[config.mk]
export PLATFORM = sky130hd
export DESIGN_NAME = utf8_stream_sanitizer_core
export DESIGN_NICKNAME = d
export VERILOG_FILES = /design/src/hdl/usan_pkg.sv /design/src/hdl/usan_front.sv /design/src/hdl/usan_queue.sv /design/src/hdl/usan_back.sv /design/src/hdl/utf8_stream_sanitizer_core.sv
export SDC_FILE = /design/constraint.sdc
export NUM_CORES = 1
export LEC_CHECK = 0
export BUFFER_PORTS_ARGS = -buffer_cell sky130_fd_sc_hd__buf_4
export CELL_PAD_IN_SITES_DETAIL_PLACEMENT = 0
export CELL_PAD_IN_SITES_GLOBAL_PLACEMENT = 1
export CORE_UTILIZATION = 45
export DETAILED_ROUTE_END_ITERATION = 16
export PLACE_DENSITY_LB_ADDON = 0.12
export SYNTH_ARGS = -nofsm -noshare
export SYNTH_HDL_FRONTEND = slang
export SYNTH_SLANG_ARGS = --single-unit
export TNS_END_PERCENT = 5
[constraint.sdc]
create_clock -name clk -period 5.7 [get_ports clk]
set_clock_uncertainty 0.2 [all_clocks]
set_input_delay 0.855 -clock clk [delete_from_list [all_inputs] [get_ports clk]]
set_output_delay 0.855 -clock clk [all_outputs]
set_load 0.02 [all_outputs]
[src/hdl/usan_pkg.sv]
`default_nettype none
// ---------------------------------------------------------------------------
// usan_pkg: shared types and helpers of the UTF-8 stream sanitizer
// Transfer structs, the job record passed from front to back end, and the
// code point range check.
// ---------------------------------------------------------------------------
package usan_pkg;

	// Default depth of the job queue between front and back end.
	localparam int QUEUE_DEPTH_DEF = 4;

	// Lead byte lengths.
	localparam logic [2:0] LEN_NONE = 3'd0;
	localparam logic [2:0] LEN_TWO  = 3'd2;
	localparam logic [2:0] LEN_THREE = 3'd3;
	localparam logic [2:0] LEN_FOUR = 3'd4;

	// One input transfer.
	typedef struct packed {
		logic [7:0] data_byte;
		logic       last_byte;
	} usan_in_t;

	// One result transfer.
	typedef struct packed {
		logic [7:0] out_byte;
		logic       byte_valid;
		logic       run_last;
		logic       string_end;
	} usan_out_t;

	// Everything one input byte produces, handed to the back end as one record.
	typedef struct packed {
		logic [3:0][7:0] bytes;    // bytes to emit, first in element 0
		logic [1:0]      last_idx; // number of results minus one
		logic            marker;   // bare end marker, no byte carried
		logic            last;     // input byte ended the string
	} usan_job_t;

	// Push side of the job queue.
	typedef struct packed {
		logic      push;
		usan_job_t job;
	} usan_push_t;

	// Head of the job queue as seen by the back end.
	typedef struct packed {
		logic      ready;
		usan_job_t job;
	} usan_head_t;

	// True when a decoded code point is legal for its sequence length.
	function automatic logic point_ok(input logic [2:0] len, input logic [20:0] cp);
		logic ok;
		ok = 1'b0;
		unique case (len)
			LEN_TWO:   ok = (cp >= 21'h80) && (cp <= 21'h7FF);
			LEN_THREE: ok = ((cp >= 21'h800) && (cp <= 21'hD7FF))
				|| ((cp >= 21'hE000) && (cp <= 21'hFFFF));
			LEN_FOUR:  ok = (cp >= 21'h10000) && (cp <= 21'h10FFFF);
			default:   ok = 1'b0;
		endcase
		return ok;
	endfunction

endpackage
`default_nettype wire

[src/hdl/usan_front.sv]
`default_nettype none
// ---------------------------------------------------------------------------
// usan_front: byte classifier and sequence tracker
// Accepts one byte per cycle unless the job queue is full, tracks the pending
// multi-byte sequence and pushes one job per byte that yields any result.
// ---------------------------------------------------------------------------
module usan_front (
	input  wire                   clk,
	input  wire                   arst_n,
	input  wire                   feed_valid,
	input  usan_pkg::usan_in_t    feed_item,
	input  wire                   queue_full,
	output logic                  feed_stall,
	output usan_pkg::usan_push_t  job_push
);
	import usan_pkg::*;

	logic [7:0]  held_q [3];
	logic [2:0]  exp_len_q;
	logic [1:0]  held_count_q;
	logic [20:0] point_q;

	logic        accept;
	logic [7:0]  b;
	logic        pending;
	logic        is_cont;
	logic        consumed;
	logic        complete;
	logic [20:0] point_shift;
	logic [2:0]  exp_len_n;
	logic [1:0]  held_count_n;
	logic [20:0] point_n;
	logic        held_wr;
	logic [1:0]  held_wr_idx;
	logic        emit;
	usan_job_t   job;

	assign feed_stall = queue_full;
	assign accept     = feed_valid && !feed_stall;
	assign b          = feed_item.data_byte;

	// Classify the byte against the pending sequence and build the job.
	always_comb begin
		pending      = (exp_len_q != LEN_NONE);
		is_cont      = (b[7:6] == 2'b10);
		consumed     = pending && is_cont;
		point_shift  = {point_q[14:0], b[5:0]};
		complete     = consumed && (({1'b0, held_count_q} + 3'd1) >= exp_len_q);
		exp_len_n    = exp_len_q;
		held_count_n = held_count_q;
		point_n      = point_q;
		held_wr      = 1'b0;
		held_wr_idx  = held_count_q;
		emit         = 1'b0;
		job.bytes    = {b, held_q[2], held_q[1], held_q[0]};
		job.last_idx = 2'd0;
		job.marker   = 1'b0;
		job.last     = feed_item.last_byte;

		if (consumed) begin
			if (complete) begin
				if (point_ok(exp_len_q, point_shift)) begin
					emit = 1'b1;
					for (int i = 0; i < 3; i++) begin
						job.bytes[i] = (2'(i) == held_count_q) ? b : held_q[i];
					end
					job.last_idx = 2'(exp_len_q - 3'd1);
				end
				exp_len_n    = LEN_NONE;
				held_count_n = 2'd0;
				point_n      = '0;
			end else begin
				held_wr      = 1'b1;
				held_count_n = held_count_q + 2'd1;
				point_n      = point_shift;
			end
		end else begin
			// A broken sequence is dropped and the byte starts afresh.
			exp_len_n    = LEN_NONE;
			held_count_n = 2'd0;
			point_n      = '0;
			job.bytes[0] = b;
			if (b == 8'h00) begin
				emit = 1'b0;
			end else if (!b[7]) begin
				emit = 1'b1;
			end else if (b[7:5] == 3'b110) begin
				exp_len_n    = LEN_TWO;
				held_count_n = 2'd1;
				held_wr      = 1'b1;
				held_wr_idx  = 2'd0;
				point_n      = {16'd0, b[4:0]};
			end else if (b[7:4] == 4'b1110) begin
				exp_len_n    = LEN_THREE;
				held_count_n = 2'd1;
				held_wr      = 1'b1;
				held_wr_idx  = 2'd0;
				point_n      = {17'd0, b[3:0]};
			end else if (b[7:3] == 5'b11110) begin
				exp_len_n    = LEN_FOUR;
				held_count_n = 2'd1;
				held_wr      = 1'b1;
				held_wr_idx  = 2'd0;
				point_n      = {18'd0, b[2:0]};
			end
		end

		// End of string drops any pending sequence and may need a marker.
		if (feed_item.last_byte) begin
			exp_len_n    = LEN_NONE;
			held_count_n = 2'd0;
			point_n      = '0;
			if (!emit) begin
				emit         = 1'b1;
				job.marker   = 1'b1;
				job.last_idx = 2'd0;
			end
		end
	end

	assign job_push.push = accept && emit;
	assign job_push.job  = job;

	// Sequence state.
	always_ff @(posedge clk or negedge arst_n) begin
		if (!arst_n) begin
			exp_len_q    <= LEN_NONE;
			held_count_q <= 2'd0;
			point_q      <= '0;
		end else if (accept) begin
			exp_len_q    <= exp_len_n;
			held_count_q <= held_count_n;
			point_q      <= point_n;
		end
	end

	// Held bytes of the pending sequence.
	always_ff @(posedge clk) begin
		if (accept && held_wr) begin
			held_q[held_wr_idx] <= b;
		end
	end

endmodule
`default_nettype wire

[src/hdl/usan_queue.sv]
`default_nettype none
// ---------------------------------------------------------------------------
// usan_queue: job queue between front and back end
// A small first-in first-out store of job records in flip-flops.
// ---------------------------------------------------------------------------
module usan_queue #(
	parameter int QUEUE_DEPTH = usan_pkg::QUEUE_DEPTH_DEF
) (
	input  wire                   clk,
	input  wire                   arst_n,
	input  usan_pkg::usan_push_t  job_push,
	input  wire                   pop,
	output logic                  full,
	output usan_pkg::usan_head_t  job_head
);
	import usan_pkg::*;

	localparam int PTR_W = (QUEUE_DEPTH > 1) ? $clog2(QUEUE_DEPTH) : 1;
	localparam int CNT_W = $clog2(QUEUE_DEPTH + 1);

	usan_job_t          jobs_q [QUEUE_DEPTH];
	logic [PTR_W-1:0]   wr_ptr_q;
	logic [PTR_W-1:0]   rd_ptr_q;
	logic [CNT_W-1:0]   count_q;
	logic               do_pop;

	assign full           = (count_q == CNT_W'(QUEUE_DEPTH));
	assign job_head.ready = (count_q != '0);
	assign job_head.job   = jobs_q[rd_ptr_q];
	assign do_pop         = pop && job_head.ready;

	// Pointers and fill count.
	always_ff @(posedge clk or negedge arst_n) begin
		if (!arst_n) begin
			wr_ptr_q <= '0;
			rd_ptr_q <= '0;
			count_q  <= '0;
		end else begin
			if (job_push.push) begin
				wr_ptr_q <= (wr_ptr_q == PTR_W'(QUEUE_DEPTH - 1)) ? '0 : wr_ptr_q + 1'b1;
			end
			if (do_pop) begin
				rd_ptr_q <= (rd_ptr_q == PTR_W'(QUEUE_DEPTH - 1)) ? '0 : rd_ptr_q + 1'b1;
			end
			if (job_push.push && !do_pop) begin
				count_q <= count_q + 1'b1;
			end else if (!job_push.push && do_pop) begin
				count_q <= count_q - 1'b1;
			end
		end
	end

	// Job storage.
	always_ff @(posedge clk) begin
		if (job_push.push) begin
			jobs_q[wr_ptr_q] <= job_push.job;
		end
	end

endmodule
`default_nettype wire

[src/hdl/usan_back.sv]
`default_nettype none
// ---------------------------------------------------------------------------
// usan_back: result serializer
// Walks the head job one result per cycle, while the output is not stalled, into a registered output.
// ---------------------------------------------------------------------------
module usan_back (
	input  wire                   clk,
	input  wire                   arst_n,
	input  usan_pkg::usan_head_t  job_head,
	output logic                  pop,
	output logic                  result_valid,
	input  wire                   result_stall,
	output usan_pkg::usan_out_t   result_item
);
	import usan_pkg::*;

	logic [1:0] idx_q;
	logic       valid_q;
	usan_out_t  item_q;
	logic       load;
	logic       issue;
	logic       at_end;

	assign load   = !valid_q || !result_stall;
	assign issue  = load && job_head.ready;
	assign at_end = (idx_q == job_head.job.last_idx);
	assign pop    = issue && at_end;

	assign result_valid = valid_q;
	assign result_item  = item_q;

	// Output register control and position within the job.
	always_ff @(posedge clk or negedge arst_n) begin
		if (!arst_n) begin
			valid_q <= 1'b0;
			idx_q   <= 2'd0;
		end else if (issue) begin
			valid_q <= 1'b1;
			idx_q   <= at_end ? 2'd0 : idx_q + 2'd1;
		end else if (load) begin
			valid_q <= 1'b0;
		end
	end

	// Output payload.
	always_ff @(posedge clk) begin
		if (issue) begin
			item_q.out_byte   <= job_head.job.marker ? 8'h00 : job_head.job.bytes[idx_q];
			item_q.byte_valid <= !job_head.job.marker;
			item_q.run_last   <= at_end;
			item_q.string_end <= at_end && job_head.job.last;
		end
	end

endmodule
`default_nettype wire

[src/hdl/utf8_stream_sanitizer_core.sv]
`default_nettype none
// ---------------------------------------------------------------------------
// utf8_stream_sanitizer_core: UTF-8 stream sanitizer
// Passes on only well-formed UTF-8 from a byte stream.
// ---------------------------------------------------------------------------
// The block takes one byte per cycle and gives one result per cycle, unless
// the queue is full or result_stall holds the output. Zero bytes and stray
// bytes are dropped, ASCII passes through, and a multi-byte sequence comes
// out whole, one byte per cycle while not stalled, only once its last
// continuation byte shows the code point is legal. A byte that ends the
// string and yields no byte gives one end marker. The first result of a
// byte passes through the job queue and then the output register. A byte
// that completes a sequence yields up to four results and so holds the
// output side while they go out; the job queue (QUEUE_DEPTH entries) absorbs
// that while the input keeps taking bytes, and the input stalls only when the queue is full.
module utf8_stream_sanitizer_core #(
	parameter int QUEUE_DEPTH = usan_pkg::QUEUE_DEPTH_DEF
) (
	input  wire                  clk,
	input  wire                  arst_n,
	input  wire                  feed_valid,
	output logic                 feed_stall,
	input  usan_pkg::usan_in_t   feed_item,
	output logic                 result_valid,
	input  wire                  result_stall,
	output usan_pkg::usan_out_t  result_item
);
	import usan_pkg::*;

	usan_push_t push;
	usan_head_t head;
	logic       queue_full;
	logic       pop;

	// Front end: classification and sequence tracking.
	usan_front u_front (
		.clk        (clk),
		.arst_n     (arst_n),
		.feed_valid (feed_valid),
		.feed_item  (feed_item),
		.queue_full (queue_full),
		.feed_stall (feed_stall),
		.job_push   (push)
	);

	// Job queue.
	usan_queue #(
		.QUEUE_DEPTH (QUEUE_DEPTH)
	) u_queue (
		.clk      (clk),
		.arst_n   (arst_n),
		.job_push (push),
		.pop      (pop),
		.full     (queue_full),
		.job_head (head)
	);

	// Back end: result serialization.
	usan_back u_back (
		.clk          (clk),
		.arst_n       (arst_n),
		.job_head     (head),
		.pop          (pop),
		.result_valid (result_valid),
		.result_stall (result_stall),
		.result_item  (result_item)
	);

endmodule
`default_nettype wire

==> impl_results.md, run 1 <==
* Outcome: finished clean
* Endpoints failing setup at 0
* Seq. cell area at 6130 um^2
* Net Sw Frac at 26.9%
* Synth warn at 0
* Setup bufs post-CTS at 0
* Sw power at 1.24 mW
* Synthesized net count at 486
* Area of the multi-input gates at between 2000 and 2500 um^2
* Final setup margin at 2190 ps
* Worst Setup End Kind: flip-flop
* Htree depth at 1
* Drt wl/cell at 22.3 um
* Share of cells above drive strength 1 at 27.0%
* Total grt overflow at 0
* Cell variety after synth at 53
* Pint at 3.38 mW
* Final Non-Filler Cells at 743
* Nets at 522
* Root Buffer: clkbuf_16
* Cells after Synth at 456
* Post-Syn Area at about 8600 um^2
* Die width at 140 um
* First-pass GRT wire length at 25800 um
* DIE AREA at 19600 um^2
* Final period util at 61.6%
* P_leak at 3.40 nW
* Combinational Power Share at 23.6%
* Final Routed Wirelength at 16600 um
* Initial DRC Count at 250
* Reg-to-Reg End: u_queue.jobs_q[1][13]
* Worst Reg-to-Reg Cells at 8
* HP Class: input port to async pin
* Final Hold Slack at ~74 ps
* Final antenna-violating net count at 0
* Critical Path Fanout Max at 36
* Yosys top cell by area: edfxtp_1
* Vias in the first global route at 4310
* Max Cap Violations at 0
* PwrDens at 474 nW/um^2
* CTS sink count at 209
* Most used DFF post-synth: edfxtp_1
* GP Congestion at between 0.7 and 0.8
* Layout Utilization at 52.2%
* Reg2reg setup slack at 2190 ps
* Die H at 140 um
* Max VDD drop at 288 uV
* Initial antenna violation count at 0
* Final min period at about 3500 ps
* Synth-to-Final Area Change at 13.8%
* EDFF count, synth at 179
* Critical Path RT at 5610 ps
* Part of the power in registers at 45.0%
* Final hold violation count at 0
* Reg clk slew, reported paths at 60 ps
* Max Slew Vio Count at 0
* Final HPWL DP at 10100 um
* CTS tree: built
* DR pass1 iterations at 4
* Critical setup path kind: flip-flop to flip-flop
* Row cnt at 50
* Resize count post-CTS at 0
* Via-to-Cell Ratio at 5.62
* RSZ-0062 raised after global routing: no
* DR vias at ~4200
* Worst relative slew slack at a little over a quarter
* Startpoint Class: flip-flop
* Starting density of the core at 45.9%
* CTS Buffer Depth at 3
* Commonest non-fill, non-tap cells in the layout: 179 x edfxtp_1, 44 x mux4_2, 30 x buf_4, 29 x dfrtp_1, 23 x clkbuf_16
* Commonest non-fill, non-tap cell in the layout: edfxtp_1
* Post-synth ARST share at between 10% and 20%
* Pre-CTS setup slack at 2100 ps
* Setup TNS Final at 0 ps
* Fillcell total at 1449
* Worst Path Arrival at ~3400 ps
* Clock Latency Late Sink at 500 ps
* Total GRT Usage at 17.8%
* Remaining DRCs at 0
* # hold bufs at CTS at 0
* Top cell type's share of synthesized area at 62.6%
* Core box area at between 15000 and 20000 um^2
* Sequential area share after synthesis at slightly above 70%
* Yosys reg bits at roughly 210
* Clock Power Share at 31.4%
* Average cell area after synthesis at 18.8 um^2
* DP Cell Count at 702
* RR Startpoint: u_front.held_count_q[0]
* Largest net degree at the start of global routing at 39
* IO Pins at 26
* PortBufs at 25
* Top cells by area, synth: edfxtp_1 63%, mux4_2 12%, dfrtp_1 8.7%, ha_1 2.3%, mux2_4 1.4%
* Number of CTS-inserted buffers at 22
* Fmax at between 200 and 300 MHz
* Worst slew pin tran at 1080 ps
-- cells in the mapped netlist, types with 5 or more instances --
library cell  count
mux2_2           10
clkbuf_1          8
mux4_2           44
edfxtp_1        179
and2_1           15
nand2b_1          7
nor2_1           12
o21ai_0          18
nand2_1          18
ha_1             16
nor3_1            6
nor4_1            5
mux2_4            8
dfrtp_1          30
a22o_1           11
inv_1            14
-- layer usage --
layer | GRT usage, % | share of wire (%) | up-vias
met3 | 3.04 | 4.4 | 22
met5 | 0 | 0 | -
met2 | 27.4 | 46 | 87
li1 | - | - | 1892
met4 | 4.16 | 1.9 | 0
met1 | 26.7 | 48 | 2177
-- per-stage QoR --
stage               cell area, um^2  power, mW
floorplan                      8580       2.90
global placement               9020       3.22
finish                         9760       4.63
global route                   9760       4.84
CTS                            9760       4.70
detailed placement             9020       3.24
-- worst max-delay path: stages, from the launching register on --
cell and delay, ps:
dfrtp_1 480, inv_1 150, ha_1 340, ha_1 300, a211oi_2 100, nor3_4 220, o21ai_4 130, a21oi_2 280
and2_2 880
-- kinds of logic after synthesis --
kind of cell | synth area share, %
compound gates | 4.18
xor+xnor | 0.613
fa+ha+maj | 2.57
buf+inv | 1.88
flops | 71.4
mux | 14.4
simple gates | 4.99
-- power by group through the flow --
stage	Combinational [mW]	Clock, mW	Sequential (mW)
4_1_cts	1.13	1.48	2.09
3_3_place_gp	1.11	0	2.11
3_5_place_dp	1.12	0	2.12
6_report	1.09	1.45	2.08
2_1_floorplan	0.805	0	2.10
5_1_grt	1.20	1.53	2.11
-- registers in the layout, indices dropped and copies added, names as in the netlist --
name and cells:
u_back.idx_q 2, u_back.result_valid 1, u_queue.jobs_q 144, u_back.result_item 11, u_front.point_q 15, u_queue.wr_ptr_q 2
u_front.held_count_q 2, u_queue.count_q 3, u_front.held_q 24, u_queue.rd_ptr_q 2, u_front.exp_len_q 3
-- worst max path at each step --
stage	from	endpoint	slack, ps	cells after the start
6_report	u_front.held_count_q[0]	u_queue.jobs_q[1][13]	2190	8
5_1_grt	u_front.held_count_q[0]	u_queue.jobs_q[0][34]	1970	8
4_1_cts	u_front.held_count_q[0]	u_queue.jobs_q[1][13]	2150	8
3_5_place_dp	feed_item[8]	u_queue.jobs_q[0][4]	2100	7
3_3_place_gp	feed_item[8]	u_queue.jobs_q[0][28]	2120	7
2_1_floorplan	feed_item[7]	u_queue.jobs_q[3][0]	2400	5
-- cell type report --
type                    count  share of cell area (%)
flip-flops and latches    209                    62.8
clock buffers              30                    6.37
diodes                      1                  0.0256
clock inverters            10                    1.26
repair buffers             30                    2.31
multi-input cells         214                    23.7
inverters                  15                   0.577
well taps                 234                    3.00
No activity file was read; power rests on OpenSTA's default activity.
==> run 2: changes to the inputs <==
clock period = 3 ns   (was 5.7 ns; I/O delays follow)
==> run 2 against run 1 <==
Via count up 1.8%; sequential power up 85%; clock power up 80%; final cell count up 4.2%; core utilization up 1.6 points; worst setup slack worse by 2200 ps; critical path depth up 5; power up 91%; non-clock buffer count up 32; design area up 3.1%; global-route usage up 0.78 points; largest power group unchanged.
==> impl_results.md, run 2 (synthesis gave the netlist of run 1 again) <==
* Outcome: finished clean
* Pint at 6.37 mW (+88%)
* Largest Register: u_queue.jobs_q
* Critical setup path kind: flip-flop to flip-flop
* Core box area at 18700 um^2 (unchanged)
* IO Pins at 26 (unchanged)
* Critical Path RT at 3240 ps (-2370 ps)
* Ant diodes at 0 (-1)
* Via-to-Cell Ratio at 5.49 (-2.3%)
* Largest register FFs at 144 (unchanged)
* Final hold violation count at 0 (unchanged)
* Die H at 140 um (unchanged)
* Final min period at 2970 ps (-543 ps)
* M3 GR Usage at 2.91% (-0.14 points)
* First-pass GRT wire length at 27000 um (+4.4%)
* PwrDens at 880 nW/um^2 (+86%)
* Combinational Power Share at 27.1% (+3.5 points)
* P_leak at 3.56 nW (+4.6%)
* Hold_sp: feed_item[4]
* Reg clk slew, reported paths at 60 ps (about the same)
* Max Cap Violations at 0 (unchanged)
* Largest regs: u_queue.jobs_q (144), u_front.held_q (24), u_front.point_q (15)
* Drt wl/cell at 22.3 um (about the same)
* Met2 Resource Use GR at 31.2% (+3.8 points)
* DR vias at 4252 (+1.8%)
* Buf/Inv on CP at 2 (+1)
* Remaining DRCs at 0 (unchanged)
* GP Congestion at 0.770 (-3.0%)
* DIE AREA at 19600 um^2 (unchanged)
* Max Slew Vio Count at 0 (unchanged)
* RR Startpoint: u_front.held_count_q[0]
* Worst Setup End Kind: flip-flop
* Max VDD drop at 499 uV (+74%)
* Row cnt at 50 (unchanged)
* Final Non-Filler Cells at 774 (+4.2%)
* Area of the multi-input gates at 2340 um^2 (+1.0%)
* Worst path cell trace: inv_1, ha_1, ha_1, a211oi_4, nor3_4, o21ai_4, a21oi_2, ha_2, inv_1, fa_1, xor2_1, nor2_1, xor2_1
* Seq. cell area at 6130 um^2 (about the same)
* Sw power at 2.49 mW (+100%)
* Final period util at 98.9% (+37 points)
* CTS tree: built
* Final Routed Wirelength at 17300 um (+4.1%)
* Number of CTS-inserted buffers at 23 (+4.5%)
* Largest net degree at the start of global routing at 37 (-5.1%)
* Worst relative slew slack at 55.0% (+28 points)
* CTS sink count at 209 (unchanged)
* Fmax at 337 MHz (+18%)
* Nets at 555 (+6.3%)
* Endpoints failing setup at 0 (unchanged)
* RSZ-0062 raised after global routing: yes
* Final Hold Slack at 29.5 ps (-44.5 ps)
* Worst Path Arrival at 3210 ps (-210 ps)
* Total grt overflow at 0 (unchanged)
* Final HPWL DP at 10700 um (+5.8%)
* CTS Buffer Depth at 3 (unchanged)
* PortBufs at 25 (unchanged)
* Initial antenna violation count at 0 (unchanged)
* Final antenna-violating net count at 0 (unchanged)
* Total GRT Usage at 18.6% (+0.78 points)
* Part of the power in registers at 43.5% (-1.5 points)
* Share of cells above drive strength 1 at 32.2% (+5.3 points)
* Fillcell total at 1488 (+2.7%)
* CP top delay family: adder cells
* Die width at 140 um (unchanged)
* Critical Path Fanout Max at 4 (-89%)
* Worst slew pin tran at 671 ps (-409 ps)
* Startpoint Class: flip-flop
* Root Buffer: clkbuf_16
* Synth-to-Final Area Change at 17.3%
* GR peak layer: met2
* Net Sw Frac at 28.1% (+1.2 points)
* Vias in the first global route at 4446 (+3.2%)
* Clock Latency Late Sink at 510 ps (about the same)
* DR pass1 iterations at 4 (unchanged)
* Clock Power Share at 29.5% (-1.9 points)
* Commonest non-fill, non-tap cells in the layout: 179 x edfxtp_1, 53 x buf_4, 44 x mux4_2, 28 x dfrtp_1, 23 x clkbuf_16
* Htree depth at 1 (unchanged)
* CP startpoint: u_front.held_count_q[0]
* Slowest-stage cell, CP: dfrtp_1
* Initial DRC Count at 331 (+32%)
* HP Class: input port to flip-flop
* Critical path's largest stage delay at 400 ps (-480 ps)
* Commonest non-fill, non-tap cell in the layout: edfxtp_1
* GR Util met1 at 25.6% (-1.1 points)
* DP Cell Count at 732 (+4.3%)
* Starting density of the core at 45.9% (unchanged)
* Setup bufs post-CTS at 0 (unchanged)
-- run 2: cell count changes in the layout (fill, tap and decap cells not counted), moves of 3 or more --
| cell | previous run | this run |
|---|---|---|
| buf_12 | 0 | 7 |
| buf_4 | 30 | 53 |
| clkinv_1 | 5 | 2 |
| clkinv_2 | 1 | 5 |
-- run 2: worst paths after layout --
path,cells past startpoint,slack [ps],to
min in group asynchronous,2,210,u_back.idx_q[1]
hold reg to reg,1,300,u_queue.count_q[2]
setup reg to reg,13,30,u_queue.count_q[2]
setup / recovery,13,30,u_queue.count_q[2]
max in group asynchronous,2,2060,u_front.exp_len_q[0]
hold / removal,1,30,u_front.held_q[0][3]
-- run 2: worst register-to-register path, stage by stage, from the launching register on --
cell and delay (ps):
dfrtp_1 400, inv_1 80, ha_1 320, ha_1 320, a211oi_4 80, nor3_4 180
o21ai_4 90, a21oi_2 170, ha_2 210, inv_1 50, fa_1 370, xor2_1 170
nor2_1 110, xor2_1 140
-- run 2: final cells by class --
| cell class | instances | area share, % |
|---|---|---|
| clock buffers | 30 | 5.98 |
| flip-flops and latches | 209 | 60.9 |
| clock inverters | 10 | 0.895 |
| inverters | 15 | 0.559 |
| multi-input cells | 214 | 23.2 |
| repair buffers | 62 | 5.54 |
| well taps | 234 | 2.91 |
-- run 2: through the flow --
| stage | worst slack, ps | power [mW] | setup TNS, ps | area, um^2 | util (%) |
|---|---|---|---|---|---|
| floorplan | -282 | 5.51 | -32530 | 8580 | - |
| global placement | 46.5 | 6.30 | 0 | 9330 | 49.9 |
| detailed placement | -18.0 | 6.35 | -18.0 | 9330 | 49.9 |
| CTS | 5.04 | 8.98 | 0 | 10000 | 53.7 |
| global route | -195 | 9.30 | -248 | 10100 | 53.8 |
| finish | 31.7 | 8.86 | 0 | 10100 | 53.8 |
-- run 2: routing by layer --
layer  vias up  part of all wire (%)  routed length, um
met3        17                   3.5                612
met1      2211                    46               7870
li1       1956                     -                  -
met4         0                   1.2                200
met2        68                    50               8580
met5         -                     0                  0
-- run 2: repair_timing --
| action | CTS | global route |
|---|---|---|
| gates resized for setup | 1 | 6 |
| hold endpoints to repair | 31 | 0 |
| pin swaps | 1 | 0 |
| gates cloned | 0 | 0 |
| hold buffers | 2 | 0 |
| setup endpoints to repair | 17 | 61 |
-- run 2: power by group through the flow --
stage	Clock [mW]	Combinational (mW)	Sequential, mW
after floorplan	0	1.53	3.98
after global placement	0	2.41	3.89
after global routing	2.79	2.61	3.89
after detailed placement	0	2.44	3.91
after CTS	2.67	2.45	3.85
final	2.61	2.40	3.85
